<file path="src/rtl/core/i2cm_pkg.sv">
// Shared types, phase codes, command codes and register map of the I2C master bit engine.
`timescale 1ns / 1ps
package i2cm_pkg;

  localparam int unsigned PH_W = 4;

  localparam logic [PH_W-1:0] PH_IDLE    = 4'd0;
  localparam logic [PH_W-1:0] PH_S_HIGH  = 4'd1;
  localparam logic [PH_W-1:0] PH_S_EDGE  = 4'd2;
  localparam logic [PH_W-1:0] PH_P_LOW   = 4'd3;
  localparam logic [PH_W-1:0] PH_P_HIGH  = 4'd4;
  localparam logic [PH_W-1:0] PH_W_LOW   = 4'd5;
  localparam logic [PH_W-1:0] PH_W_HIGH  = 4'd6;
  localparam logic [PH_W-1:0] PH_W_TAIL  = 4'd7;
  localparam logic [PH_W-1:0] PH_R_LOW   = 4'd8;
  localparam logic [PH_W-1:0] PH_R_HIGH  = 4'd9;
  localparam logic [PH_W-1:0] PH_A_LOW   = 4'd10;
  localparam logic [PH_W-1:0] PH_A_HIGH  = 4'd11;
  localparam logic [PH_W-1:0] PH_A_TAIL  = 4'd12;
  localparam logic [PH_W-1:0] PH_K_SETUP = 4'd13;
  localparam logic [PH_W-1:0] PH_K_POLL  = 4'd14;
  localparam logic [PH_W-1:0] PH_K_HOLD  = 4'd15;

  localparam logic [2:0] CMD_TICK  = 3'd0;
  localparam logic [2:0] CMD_START = 3'd1;
  localparam logic [2:0] CMD_STOP  = 3'd2;
  localparam logic [2:0] CMD_WRITE = 3'd3;
  localparam logic [2:0] CMD_READ  = 3'd4;
  localparam logic [2:0] CMD_ACK   = 3'd5;

  localparam logic [2:0] REG_START_HOLD  = 3'd0;
  localparam logic [2:0] REG_EDGE_HOLD   = 3'd1;
  localparam logic [2:0] REG_HALF_BIT    = 3'd2;
  localparam logic [2:0] REG_SAMPLE_HOLD = 3'd3;
  localparam logic [2:0] REG_POLL_LIMIT  = 3'd4;

  localparam logic [3:0] BITS_PER_BYTE = 4'd8;

  typedef struct packed {
    logic [2:0] cmd;
    logic [7:0] tx_byte;
    logic       send_ack;
    logic       sda_level;
  } in_item_t;

  typedef struct packed {
    logic       scl_level;
    logic       sda_drive;
    logic       sda_enable;
    logic       busy_res;
    logic       done_res;
    logic [7:0] rx_byte;
    logic       ack_error;
    logic       rejected;
  } out_item_t;

  typedef struct packed {
    logic [7:0] start_hold_ticks;
    logic [7:0] edge_hold_ticks;
    logic [7:0] half_bit_ticks;
    logic [7:0] sample_hold_ticks;
    logic [7:0] ack_poll_limit;
  } cfg_t;

  typedef struct packed {
    logic [PH_W-1:0] phase;
    logic [3:0]      bit_cnt;
    logic [7:0]      tick_cnt;
    logic [7:0]      poll_cnt;
    logic [7:0]      shift;
    logic            ack_choice;
    logic            scl;
    logic            sda;
    logic            sda_oe;
    logic            ack_err;
    logic [7:0]      rx_hold;
  } state_t;

  localparam cfg_t CFG_RESET = '{
    start_hold_ticks:  8'd8,
    edge_hold_ticks:   8'd4,
    half_bit_ticks:    8'd2,
    sample_hold_ticks: 8'd1,
    ack_poll_limit:    8'd100
  };

  localparam state_t STATE_RESET = '{
    phase:      PH_IDLE,
    bit_cnt:    4'd0,
    tick_cnt:   8'd0,
    poll_cnt:   8'd0,
    shift:      8'd0,
    ack_choice: 1'b0,
    scl:        1'b1,
    sda:        1'b1,
    sda_oe:     1'b1,
    ack_err:    1'b0,
    rx_hold:    8'd0
  };

endpackage

</file>
<file path="src/rtl/core/i2cm_step.sv">
// Next-state and result logic of the I2C master bit engine for one item.
`timescale 1ns / 1ps
module i2cm_step (
  input  i2cm_pkg::state_t    st,
  input  i2cm_pkg::cfg_t      cfg,
  input  i2cm_pkg::in_item_t  item,
  output i2cm_pkg::state_t    st_nxt,
  output i2cm_pkg::out_item_t res
);

  logic [7:0] lim;
  logic [7:0] tick_inc;
  logic       hit;
  logic [7:0] poll_inc;
  logic [3:0] bit_inc;
  logic [7:0] shift_w;
  logic       done;
  logic       rej;
  logic       is_cmd;

  assign tick_inc = st.tick_cnt + 8'd1;
  assign poll_inc = st.poll_cnt + 8'd1;
  assign bit_inc  = st.bit_cnt + 4'd1;
  assign shift_w  = {st.shift[6:0], 1'b0};
  assign hit      = (tick_inc >= lim);
  assign is_cmd   = item.cmd inside {[i2cm_pkg::CMD_START:i2cm_pkg::CMD_ACK]};

  always_comb begin
    case (st.phase)
      i2cm_pkg::PH_S_HIGH: lim = cfg.start_hold_ticks;
      i2cm_pkg::PH_S_EDGE,
      i2cm_pkg::PH_P_LOW,
      i2cm_pkg::PH_P_HIGH: lim = cfg.edge_hold_ticks;
      i2cm_pkg::PH_R_HIGH: lim = cfg.sample_hold_ticks;
      default:             lim = cfg.half_bit_ticks;
    endcase
  end

  always_comb begin
    st_nxt = st;
    done   = 1'b0;
    rej    = 1'b0;
    if (st.phase == i2cm_pkg::PH_IDLE) begin
      case (item.cmd)
        i2cm_pkg::CMD_START: begin
          st_nxt.scl    = 1'b1;
          st_nxt.sda    = 1'b1;
          st_nxt.sda_oe = 1'b1;
          st_nxt.phase  = i2cm_pkg::PH_S_HIGH;
        end
        i2cm_pkg::CMD_STOP: begin
          st_nxt.scl    = 1'b0;
          st_nxt.sda    = 1'b0;
          st_nxt.sda_oe = 1'b1;
          st_nxt.phase  = i2cm_pkg::PH_P_LOW;
        end
        i2cm_pkg::CMD_WRITE: begin
          st_nxt.shift   = item.tx_byte;
          st_nxt.bit_cnt = 4'd0;
          st_nxt.scl     = 1'b0;
          st_nxt.sda_oe  = 1'b1;
          st_nxt.sda     = item.tx_byte[7];
          st_nxt.phase   = i2cm_pkg::PH_W_LOW;
        end
        i2cm_pkg::CMD_READ: begin
          st_nxt.shift      = 8'd0;
          st_nxt.bit_cnt    = 4'd0;
          st_nxt.ack_choice = item.send_ack;
          st_nxt.scl        = 1'b0;
          st_nxt.sda_oe     = 1'b0;
          st_nxt.sda        = 1'b1;
          st_nxt.phase      = i2cm_pkg::PH_R_LOW;
        end
        i2cm_pkg::CMD_ACK: begin
          st_nxt.poll_cnt = 8'd0;
          st_nxt.scl      = 1'b0;
          st_nxt.sda_oe   = 1'b0;
          st_nxt.sda      = 1'b1;
          st_nxt.phase    = i2cm_pkg::PH_K_SETUP;
        end
        default: ;
      endcase
      st_nxt.tick_cnt = 8'd0;
    end else begin
      rej = is_cmd;
      if (st.phase != i2cm_pkg::PH_K_POLL) begin
        st_nxt.tick_cnt = hit ? 8'd0 : tick_inc;
      end
      case (st.phase)
        i2cm_pkg::PH_S_HIGH: if (hit) begin
          st_nxt.sda   = 1'b0;
          st_nxt.phase = i2cm_pkg::PH_S_EDGE;
        end
        i2cm_pkg::PH_S_EDGE: if (hit) begin
          st_nxt.scl   = 1'b0;
          done         = 1'b1;
          st_nxt.phase = i2cm_pkg::PH_IDLE;
        end
        i2cm_pkg::PH_P_LOW: if (hit) begin
          st_nxt.scl   = 1'b1;
          st_nxt.sda   = 1'b1;
          st_nxt.phase = i2cm_pkg::PH_P_HIGH;
        end
        i2cm_pkg::PH_P_HIGH: if (hit) begin
          done         = 1'b1;
          st_nxt.phase = i2cm_pkg::PH_IDLE;
        end
        i2cm_pkg::PH_W_LOW: if (hit) begin
          st_nxt.scl   = 1'b1;
          st_nxt.phase = i2cm_pkg::PH_W_HIGH;
        end
        i2cm_pkg::PH_W_HIGH: if (hit) begin
          st_nxt.scl   = 1'b0;
          st_nxt.phase = i2cm_pkg::PH_W_TAIL;
        end
        i2cm_pkg::PH_W_TAIL: if (hit) begin
          st_nxt.shift   = shift_w;
          st_nxt.bit_cnt = bit_inc;
          if (bit_inc >= i2cm_pkg::BITS_PER_BYTE) begin
            st_nxt.sda   = 1'b0;
            done         = 1'b1;
            st_nxt.phase = i2cm_pkg::PH_IDLE;
          end else begin
            st_nxt.sda   = shift_w[7];
            st_nxt.phase = i2cm_pkg::PH_W_LOW;
          end
        end
        i2cm_pkg::PH_R_LOW: if (hit) begin
          st_nxt.scl   = 1'b1;
          st_nxt.shift = {st.shift[6:0], item.sda_level};
          st_nxt.phase = i2cm_pkg::PH_R_HIGH;
        end
        i2cm_pkg::PH_R_HIGH: if (hit) begin
          st_nxt.scl     = 1'b0;
          st_nxt.bit_cnt = bit_inc;
          if (bit_inc >= i2cm_pkg::BITS_PER_BYTE) begin
            st_nxt.rx_hold = st.shift;
            st_nxt.sda_oe  = 1'b1;
            st_nxt.sda     = ~st.ack_choice;
            st_nxt.phase   = i2cm_pkg::PH_A_LOW;
          end else begin
            st_nxt.phase   = i2cm_pkg::PH_R_LOW;
          end
        end
        i2cm_pkg::PH_A_LOW: if (hit) begin
          st_nxt.scl   = 1'b1;
          st_nxt.phase = i2cm_pkg::PH_A_HIGH;
        end
        i2cm_pkg::PH_A_HIGH: if (hit) begin
          st_nxt.scl   = 1'b0;
          st_nxt.sda   = 1'b1;
          st_nxt.phase = i2cm_pkg::PH_A_TAIL;
        end
        i2cm_pkg::PH_A_TAIL: if (hit) begin
          done         = 1'b1;
          st_nxt.phase = i2cm_pkg::PH_IDLE;
        end
        i2cm_pkg::PH_K_SETUP: if (hit) begin
          st_nxt.scl      = 1'b1;
          st_nxt.poll_cnt = 8'd0;
          st_nxt.phase    = i2cm_pkg::PH_K_POLL;
        end
        i2cm_pkg::PH_K_POLL: begin
          if (!item.sda_level) begin
            st_nxt.ack_err  = 1'b0;
            st_nxt.tick_cnt = 8'd0;
            st_nxt.phase    = i2cm_pkg::PH_K_HOLD;
          end else begin
            st_nxt.poll_cnt = poll_inc;
            if (poll_inc >= cfg.ack_poll_limit) begin
              st_nxt.ack_err  = 1'b1;
              st_nxt.scl      = 1'b0;
              done            = 1'b1;
              st_nxt.tick_cnt = 8'd0;
              st_nxt.phase    = i2cm_pkg::PH_IDLE;
            end
          end
        end
        i2cm_pkg::PH_K_HOLD: if (hit) begin
          st_nxt.scl   = 1'b0;
          done         = 1'b1;
          st_nxt.phase = i2cm_pkg::PH_IDLE;
        end
        default: begin
          st_nxt.tick_cnt = 8'd0;
          st_nxt.phase    = i2cm_pkg::PH_IDLE;
        end
      endcase
    end
  end

  always_comb begin
    res.scl_level  = st_nxt.scl;
    res.sda_drive  = st_nxt.sda_oe ? st_nxt.sda : 1'b1;
    res.sda_enable = st_nxt.sda_oe;
    res.busy_res   = (st_nxt.phase != i2cm_pkg::PH_IDLE);
    res.done_res   = done;
    res.rx_byte    = st_nxt.rx_hold;
    res.ack_error  = st_nxt.ack_err;
    res.rejected   = rej;
  end

endmodule

</file>
<file path="src/rtl/core/i2c_master_bit_engine_top.sv">
// Top level of the I2C master bit engine: input register, state, result register, APB registers.
//
//   port group   direction  transfer
//   in_*         input      one tick or command per transfer (in_item_t)
//   out_*        output     one pin/status result per transfer (out_item_t)
//   APB          slave      five 8-bit timing registers at byte offsets 0x00..0x10
//
// Input register, then result register; one item per cycle unless out_ready stalls.
// The input register and the result register decouple the two channels; the engine state
// advances in the cycle an item moves from the input register into the result register.
// rst_n is synchronous, active low; the state and timing registers return to reset values.
// A stall on out_ready holds the result and fills the input register, then drops in_ready.
`timescale 1ns / 1ps
module i2c_master_bit_engine_top (
  input  logic                clk,
  input  logic                rst_n,
  input  logic                in_valid,
  output logic                in_ready,
  input  i2cm_pkg::in_item_t  in_data,
  output logic                out_valid,
  input  logic                out_ready,
  output i2cm_pkg::out_item_t out_data,
  input  logic                psel,
  input  logic                penable,
  input  logic                pwrite,
  input  logic [4:0]          paddr,
  input  logic [31:0]         pwdata,
  output logic [31:0]         prdata,
  output logic                pready
);

  i2cm_pkg::in_item_t  in_q_r;
  logic                in_vld_r;
  i2cm_pkg::out_item_t out_q_r;
  logic                out_vld_r;
  i2cm_pkg::state_t    st_r;
  i2cm_pkg::state_t    st_nxt;
  i2cm_pkg::cfg_t      cfg_r;
  i2cm_pkg::out_item_t res;
  logic                advance;
  logic                wr_en;
  logic [2:0]          reg_idx;

  assign advance   = in_vld_r && (!out_vld_r || out_ready);
  assign in_ready  = !in_vld_r || advance;
  assign out_valid = out_vld_r;
  assign out_data  = out_q_r;
  assign pready    = 1'b1;
  assign reg_idx   = paddr[4:2];
  assign wr_en     = psel && penable && pwrite;

  i2cm_step u_step (
    .st     (st_r),
    .cfg    (cfg_r),
    .item   (in_q_r),
    .st_nxt (st_nxt),
    .res    (res)
  );

  always_ff @(posedge clk) begin
    if (!rst_n) begin
      in_vld_r  <= 1'b0;
      out_vld_r <= 1'b0;
      st_r      <= i2cm_pkg::STATE_RESET;
    end else begin
      if (in_ready) begin
        in_vld_r <= in_valid;
      end
      if (advance) begin
        out_vld_r <= 1'b1;
        st_r      <= st_nxt;
      end else if (out_ready) begin
        out_vld_r <= 1'b0;
      end
    end
  end

  always_ff @(posedge clk) begin
    if (in_ready && in_valid) begin
      in_q_r <= in_data;
    end
    if (advance) begin
      out_q_r <= res;
    end
  end

  always_ff @(posedge clk) begin
    if (!rst_n) begin
      cfg_r <= i2cm_pkg::CFG_RESET;
    end else if (wr_en) begin
      case (reg_idx)
        i2cm_pkg::REG_START_HOLD:  cfg_r.start_hold_ticks  <= pwdata[7:0];
        i2cm_pkg::REG_EDGE_HOLD:   cfg_r.edge_hold_ticks   <= pwdata[7:0];
        i2cm_pkg::REG_HALF_BIT:    cfg_r.half_bit_ticks    <= pwdata[7:0];
        i2cm_pkg::REG_SAMPLE_HOLD: cfg_r.sample_hold_ticks <= pwdata[7:0];
        i2cm_pkg::REG_POLL_LIMIT:  cfg_r.ack_poll_limit    <= pwdata[7:0];
        default: ;
      endcase
    end
  end

  always_comb begin
    case (reg_idx)
      i2cm_pkg::REG_START_HOLD:  prdata = {24'd0, cfg_r.start_hold_ticks};
      i2cm_pkg::REG_EDGE_HOLD:   prdata = {24'd0, cfg_r.edge_hold_ticks};
      i2cm_pkg::REG_HALF_BIT:    prdata = {24'd0, cfg_r.half_bit_ticks};
      i2cm_pkg::REG_SAMPLE_HOLD: prdata = {24'd0, cfg_r.sample_hold_ticks};
      i2cm_pkg::REG_POLL_LIMIT:  prdata = {24'd0, cfg_r.ack_poll_limit};
      default:                   prdata = 32'd0;
    endcase
  end

  a_adv_loads_out: assert property (@(posedge clk) disable iff (!rst_n)
    advance |=> out_vld_r)
    else $error("result register not loaded after advance");

  a_idle_tick_clear: assert property (@(posedge clk) disable iff (!rst_n)
    (st_r.phase == i2cm_pkg::PH_IDLE) |-> (st_r.tick_cnt == 8'd0))
    else $error("tick counter not cleared in idle");

  a_bit_cnt_range: assert property (@(posedge clk) disable iff (!rst_n)
    st_r.bit_cnt <= i2cm_pkg::BITS_PER_BYTE)
    else $error("bit counter out of range");

  a_done_not_busy: assert property (@(posedge clk) disable iff (!rst_n)
    (out_vld_r && out_q_r.done_res) |-> !out_q_r.busy_res)
    else $error("done reported while still busy");

  a_released_sda: assert property (@(posedge clk) disable iff (!rst_n)
    (out_vld_r && !out_q_r.sda_enable) |-> out_q_r.sda_drive)
    else $error("released SDA must read high");

endmodule

</file>
<file path="config.mk">
export PLATFORM = sky130hd
export DESIGN_NAME = i2c_master_bit_engine_top
export DESIGN_NICKNAME = d
export VERILOG_FILES = /design/src/rtl/core/i2cm_pkg.sv /design/src/rtl/core/i2cm_step.sv /design/src/rtl/core/i2c_master_bit_engine_top.sv
export SDC_FILE = /design/constraint.sdc
export NUM_CORES = 1
export LEC_CHECK = 0
export ABC_AREA = 1
export BUFFER_PORTS_ARGS = -buffer_cell sky130_fd_sc_hd__buf_2
export CORE_ASPECT_RATIO = 0.75
export CORE_MARGIN = 2
export CORE_UTILIZATION = 30
export DETAILED_ROUTE_END_ITERATION = 7
export PLACE_DENSITY = 0.5
export REMOVE_ABC_BUFFERS = 1
export SETUP_SLACK_MARGIN = 0.05
export SLEW_MARGIN = 10
export SYNTH_ARGS = -nofsm -noshare
export SYNTH_HDL_FRONTEND = slang
export SYNTH_HIERARCHICAL = 1
export SYNTH_SLANG_ARGS = --single-unit
</file>
<file path="constraint.sdc">
create_clock -name clk -period 8.4 [get_ports clk]
set_input_delay 1.68 -clock clk [delete_from_list [all_inputs] [get_ports clk]]
set_output_delay 1.68 -clock clk [all_outputs]
set_load 0.01 [all_outputs]
</file>
==> results.md, run 1 <==
* Post-synth EDFFs at 28
* # setup viols final at 0
* Synth Register Bits at 115
* Pleak at 3.75 nW
* Core Footprint at 23,800 sq um
* DR vias at 6,642
* CTS tree: done
* Vias in the first global route at 5,978
* Detailed placement HPWL at 13.9 mm
* Critical path class: input pin to output pin
* Post-CTS Setup Inserts at 0
* Startpoint class of the critical path: input pin
* Fin nets at 1,142
* Post-Synthesis Cells at 1,040
* Relative slew slack at 37.4%
* Clock skew at 11.1 ps
* # resized after CTS at 0
* Num rows at 49
* Clock Power Share at 46.4%
* H-Tree Depth at 4
* Die height at 138 um
* Switch Pwr at 0.000512 W
* Status: finished clean
* Grt total ovfl at 0
* Post-CTS Hold Fix Bufs at 0
* DRC Markers at 0
* Comb power frac at 16.8%
* Reg power frac at 36.8%
* Max incr delay on CP at 740 ps
* Share of layout cells above drive strength 1 at 13.5%
* Clock Pin Slew Worst Setup and Hold Paths at 60 ps
* Layout area overhead at 12.6%
* Clk buf depth at 2
* Crit path max-delay cell type: nor2_1
* Switching Share at 30.2%
* Crit-path cells: buf_2, nor2_1, nand3_1, nand2_1, nor2_1, nand2_1, buf_2
* Initial Utilization at 30.3%
* Crit path required time at 6720 ps
* CTS Buf Count at 17
* Avg WL per Cell at 14.8 um
* Vias per inst at 4.80
* Cell Area, Synth at 7200 sq um
* Async set-reset flop share out of synthesis at 0%
* Share of the synthesized area in the top cell type at 24.2%
* RSZ-0062 raised after global routing: no
* Peak VDD IR at 0.109 mV
* Netlist cell types at 50
* Initial antenna violation count at 0
* Crit. End Element: output pin
* Post-DRT Antenna Nets at 0
* First-pass GRT wire length at 32.9 mm
* Synth area leaders: dfxtp_1 (24%), edfxtp_1 (12%), nand2_1 (11%), nor2_1 (11%), nand3_1 (5.6%)
* CP Buf/Inv Count at 2
* Routed wire length at 20.5 mm
* Type of the worst min-delay path: register to register
* Least-Margin Pin Slew at 940 ps
* Crit-path max FO at 14
* Post-layout util at 34.1%
* Delay-heaviest family, CP: simple AND/OR/NAND/NOR gates
* Setup total negative slack at 0 ps
* Starting DRC count in detailed routing at 568
* Max-cap violations at 0
* Power Density at 209 nW/um^2
* Chip Width at 183 um
* Ys flop type: dfxtp_1
* Overall global routing resource usage at 16.5%
* Synth Warn # at 6
* Port Buffers at 55
* Fin. Hold Viols at 0
* Clock tree sinks at 115
* GPL Wtd Cong at 0.835
* DRT Pass-1 Iters at 4
* Slew Viols, Final at 0
* Ports at 107
* Tmin final at 4980 ps
* Placed cells at 1,353
* P_int at 0.00118 W
* Fin crit share at 59.3%
* Synth Area per Inst at 6.93 sq um
* Post-route insts no fill at 1,385
* Post-synth top area cell: dfxtp_1
* Sequential area share after synthesis at 35.8%
* Largest net degree at the start of global routing at 87
* Diodes inserted at 0
* CTS Root Cell: clkbuf_16
* Skew-Pair Late Insertion Delay at 430 ps
* Die area at 25,300 sq um
* WP data arrival at 3300 ps
* FMAX at 201 MHz
[worst register-to-register path: cells and delay by family, from the launching register on]
kind | cells | cell delay, ps
buf+inv | 5 | 790
compound gates | 3 | 690
flops | 1 | 550
simple gates | 13 | 1460
fa+ha+maj | 1 | 320
[through the flow]
stage | total power (W) | setup WS, ps | instance area [sq um] | hold WS, ps
final | 0.00170 | 3420 | 8110 | 482
after global routing | 0.00178 | 3320 | 8110 | 517
after CTS | 0.00171 | 3440 | 8110 | 488
after detailed placement | 0.000918 | 3450 | 7480 | 474
after global placement | 0.000917 | 3440 | 7480 | 465
after floorplan | 0.000825 | 4210 | 6800 | 451
[power groups by stage]
stage	registers (W)	clock network, W	logic (W)
final	0.000624	0.000786	0.000285
after global routing	0.000628	0.000828	0.000323
after CTS	0.000624	0.000801	0.000284
after detailed placement	0.000636	0	0.000283
after global placement	0.000635	0	0.000282
after floorplan	0.000631	0	0.000195
[synthesized netlist by cell type (4+ instances only)]
cell type,instances
nand2_1,216
nor2_1,203
dfxtp_1,87
inv_1,85
nand3_1,81
o21ai_0,72
buf_4,42
a21oi_1,38
edfxtp_1,28
ha_1,19
inv_2,16
nand4_1,16
a22oi_1,14
clkbuf_1,12
nor2_2,12
o21ai_1,11
buf_2,10
xor2_1,10
buf_6,6
nand2_2,5
nor2_8,5
buf_1,4
nand3_2,4
[flip-flops by register name, indices dropped and copies added, names as in the netlist]
| signal | cells |
|---|---|
| st_r | 45 |
| cfg_r | 40 |
| out_data | 15 |
| in_q_r | 13 |
| in_vld_r | 1 |
| out_valid | 1 |
[final timing paths]
kind / slack, ps / startpoint / cells past startpoint / to
setup / recovery: 3420 / paddr[3] / 7 / prdata[4]
hold / removal: 480 / st_r[3]$_SDFFE_PN0P_ / 2 / st_r[3]$_SDFFE_PN0P_
setup reg to reg: 4470 / st_r[42]$_SDFFE_PN0P_ / 22 / st_r[43]$_SDFFE_PN0P_
hold reg to reg: 480 / st_r[3]$_SDFFE_PN0P_ / 2 / st_r[3]$_SDFFE_PN0P_
[kinds of logic (layout without fill, tap and decap cells)]
kind of cell,count (synthesis),count (layout),share of synthesized area (%)
and+or+nand+nor,553,553,33.8
AOI/OAI and AO/OA,160,160,12.9
xor gates and xnor gates,12,12,1.46
buffers and inverters,177,193,12.3
DFF,115,115,35.8
muxes,2,2,0.365
adders and majority gates,19,19,3.30
other,2,25,0.104
[routing by layer]
| metal | share of wire (%) | vias to the layer above | track usage (%) |
|---|---|---|---|
| met5 | 0 | - | 0 |
| met4 | 0.96 | 0 | 4.63 |
| met3 | 5.7 | 17 | 3.13 |
| met2 | 41 | 195 | 22.3 |
| met1 | 53 | 3034 | 26.0 |
| li1 | - | 3396 | - |
[cell type report]
class	instances	area, sq um
Timing Repair Buffer	58	298
Fill cell	2556	15700
Sequential cell	115	2580
Clock buffer	18	429
Clock inverter	14	203
Tap cell	306	383
Inverter	103	392
Multi-Input combinational cell	771	3820
[cells in the final DEF, fill, tap and decap left out, types with 3 or more instances in the layout]
| cell | instances |
|---|---|
| a21oi_1 | 38 |
| a22o_1 | 3 |
| a22oi_1 | 14 |
| a31oi_1 | 3 |
| buf_2 | 55 |
| buf_4 | 3 |
| bufinv_16 | 4 |
| clkbuf_16 | 17 |
| clkinv_4 | 6 |
| conb_1 | 25 |
| dfxtp_1 | 87 |
| edfxtp_1 | 28 |
| ha_1 | 19 |
| inv_1 | 85 |
| inv_2 | 16 |
| nand2_1 | 216 |
| nand2_2 | 5 |
| nand2_4 | 3 |
| nand3_1 | 81 |
| nand3_2 | 4 |
| nand4_1 | 16 |
| nor2_1 | 203 |
| nor2_2 | 12 |
| nor2_8 | 5 |
| o211ai_1 | 3 |
| o21ai_0 | 72 |
| o21ai_1 | 11 |
| xor2_1 | 10 |
Power figures use the tool's default switching activity.
==> run 2, diff against run 1 <==
==> constraint.sdc (replaced) <==
create_clock -name clk -period 4.7 [get_ports clk]
set_input_delay 0.94 -clock clk [delete_from_list [all_inputs] [get_ports clk]]
set_output_delay 0.94 -clock clk [all_outputs]
set_load 0.01 [all_outputs]
==> results.md, run 2 (same netlist as run 1, synthesis figures left out) <==
* Peak VDD IR at 0.224 mV
* Crit path max-delay cell type: dfxtp_1
* Ports at 107
* Design area at 8110 sq um
* Switching Share at 29.4%
* CTS Root Cell: clkbuf_16
* Register area at 2580 sq um
* Core Footprint at 23,800 sq um
* Fin. Hold Viols at 0
* Setup crit start: st_r[43]$_SDFFE_PN0P_
* Placed Area at 7490 sq um
* Largest net degree at the start of global routing at 48
* GPL Wtd Cong at 0.863
* RSZ-0062 raised after global routing: no
* DR vias at 6,512
* Diodes inserted at 0
* Die area at 25,300 sq um
* Reg power frac at 37.1%
* CTS Buf Count at 17
* DRT Pass-1 Iters at 5
* Skew-Pair Late Insertion Delay at 420 ps
* Detailed placement HPWL at 14.0 mm
* Clk buf depth at 2
* Critical path class: register to register
* Crit. End Element: register
* Max-cap violations at 0
* Clock skew at 10.1 ps
* Layout area overhead at 12.6%
* WP data arrival at 4250 ps
* Fin nets at 1,143
* Status: finished clean
* Starting DRC count in detailed routing at 471
* Port Buffers at 55
* Die height at 138 um
* Routed wire length at 19.8 mm
* Grt total ovfl at 0
* Post-CTS Setup Inserts at 0
* Share of layout cells above drive strength 1 at 13.5%
* Reg2reg start: st_r[43]$_SDFFE_PN0P_
* CP dominant cell by count: nand2_1
* FILL cells at 2,564
* Vias in the first global route at 5,969
* Clock Power Share at 46.0%
* Area of the multi-input gates at 3820 sq um
* Type of the worst min-delay path: register to register
* Clock tree sinks at 115
* Post-CTS Hold Fix Bufs at 0
* Least-Margin Pin Slew at 921 ps
* Num rows at 49
* Worst Hold Launch: st_r[3]$_SDFFE_PN0P_
* Number of flip-flops in the largest register at 45
* Clock Pin Slew Worst Setup and Hold Paths at 60 ps
* Placed cells at 1,354
* Tmin final at 3950 ps
* Pleak at 3.75 nW
* Avg WL per Cell at 14.3 um
* Comb power frac at 16.9%
* Setup total negative slack at 0 ps
* Fin crit share at 84.0%
* Post-placement setup slack at 725 ps
* Crit-path cells: inv_2, nor2_2, nand2_1, o21ai_4, inv_2, o21ai_2, inv_2, a221oi_1, ha_1, nand2_1, nor2_1, nor2_1, nand2_1, nand2_1, nand2_2, inv_1, nor2_1, nor2_1, nand2_1, nand2_1, inv_1, o21ai_0, nor2_1
* CTS tree: done
* # resized after CTS at 0
* Post-DRT Antenna Nets at 0
* Vias per inst at 4.70
* Crit path required time at 5000 ps
* P_int at 0.00212 W
* Largest Register: st_r
* Power Density at 370 nW/um^2
* Post-route insts no fill at 1,386
* Commonest cells after routing, fill and taps aside: nand2_1 (216), nor2_1 (203), dfxtp_1 (87), inv_1 (85), nand3_1 (81)
* Crit-path max FO at 18
* Overall global routing resource usage at 15.9%
* Slew Viols, Final at 0
* Slack of the critical path at 750 ps
* Max incr delay on CP at 510 ps
* Switch Pwr at 0.000882 W
* Initial antenna violation count at 0
* FMAX at 253 MHz
* Initial Utilization at 30.3%
* Commonest non-fill, non-tap cell in the layout: nand2_1
* DRC Markers at 0
* H-Tree Depth at 4
* Relative slew slack at 38.4%
* First-pass GRT wire length at 32.2 mm
* Chip Width at 183 um
* Startpoint class of the critical path: register
* # setup viols final at 0
-- run 2: cell types whose count changed in the layout (fill, tap and decap cells not counted) --
cell	before	now
clkinv_1	0	1
clkbuf_8	0	1
buf_4	3	4
clkinv_2	1	2
clkinvlp_4	1	4
inv_6	2	1
clkinv_4	6	1
-- run 2: worst paths after layout --
| path | slack [ps] | endpoint | cells after the start |
|---|---|---|---|
| min | 480 | st_r[3]$_SDFFE_PN0P_ | 2 |
| min reg2reg | 480 | st_r[3]$_SDFFE_PN0P_ | 2 |
| max | 750 | st_r[43]$_SDFFE_PN0P_ | 23 |
| max reg2reg | 750 | st_r[43]$_SDFFE_PN0P_ | 23 |
-- run 2: layer usage --
| metal | vias up | GRT usage, % | part of all wire (%) |
|---|---|---|---|
| met5 | - | 0 | 0 |
| met4 | 0 | 3.66 | 0.92 |
| met3 | 9 | 3.08 | 5.2 |
| met2 | 187 | 22.1 | 40 |
| met1 | 2936 | 25.0 | 54 |
| li1 | 3380 | - | - |
-- run 2: critical path: cells and delay by family, from the launching register on --
family | cells | cell delay [ps]
DFF | 1 | 510
and+or+nand+nor | 13 | 1410
AOI/OAI and AO/OA | 4 | 890
adders and majority gates | 1 | 340
buffers and inverters | 5 | 680
-- run 2: through the flow --
stage                     hold slack, ps  utilization, %  total power, W
after floorplan                      451               -         0.00148
after global placement               465            31.5         0.00164
after detailed placement             475            31.5         0.00164
after CTS                            488            34.1         0.00303
after global routing                 512            34.1         0.00315
final                                484            34.1         0.00300
-- run 2: area by class of cell --
| cell class | instances | share of cell area (%) |
|---|---|---|
| clock buffers | 19 | 5.46 |
| clock inverters | 13 | 2.24 |
| inverters | 103 | 4.83 |
| multi-input cells | 771 | 47.1 |
| flip-flops and latches | 115 | 31.8 |
| well taps | 306 | 4.72 |
| repair buffers | 59 | 3.76 |
-- run 2: power groups by stage --
stage | clock [W] | sequential (W) | combinational (W)
2_1_floorplan | 0 | 0.00113 | 0.000348
3_3_place_gp | 0 | 0.00113 | 0.000502
3_5_place_dp | 0 | 0.00113 | 0.000504
4_1_cts | 0.00141 | 0.00111 | 0.000508
5_1_grt | 0.00146 | 0.00112 | 0.000579
6_report | 0.00138 | 0.00111 | 0.000508
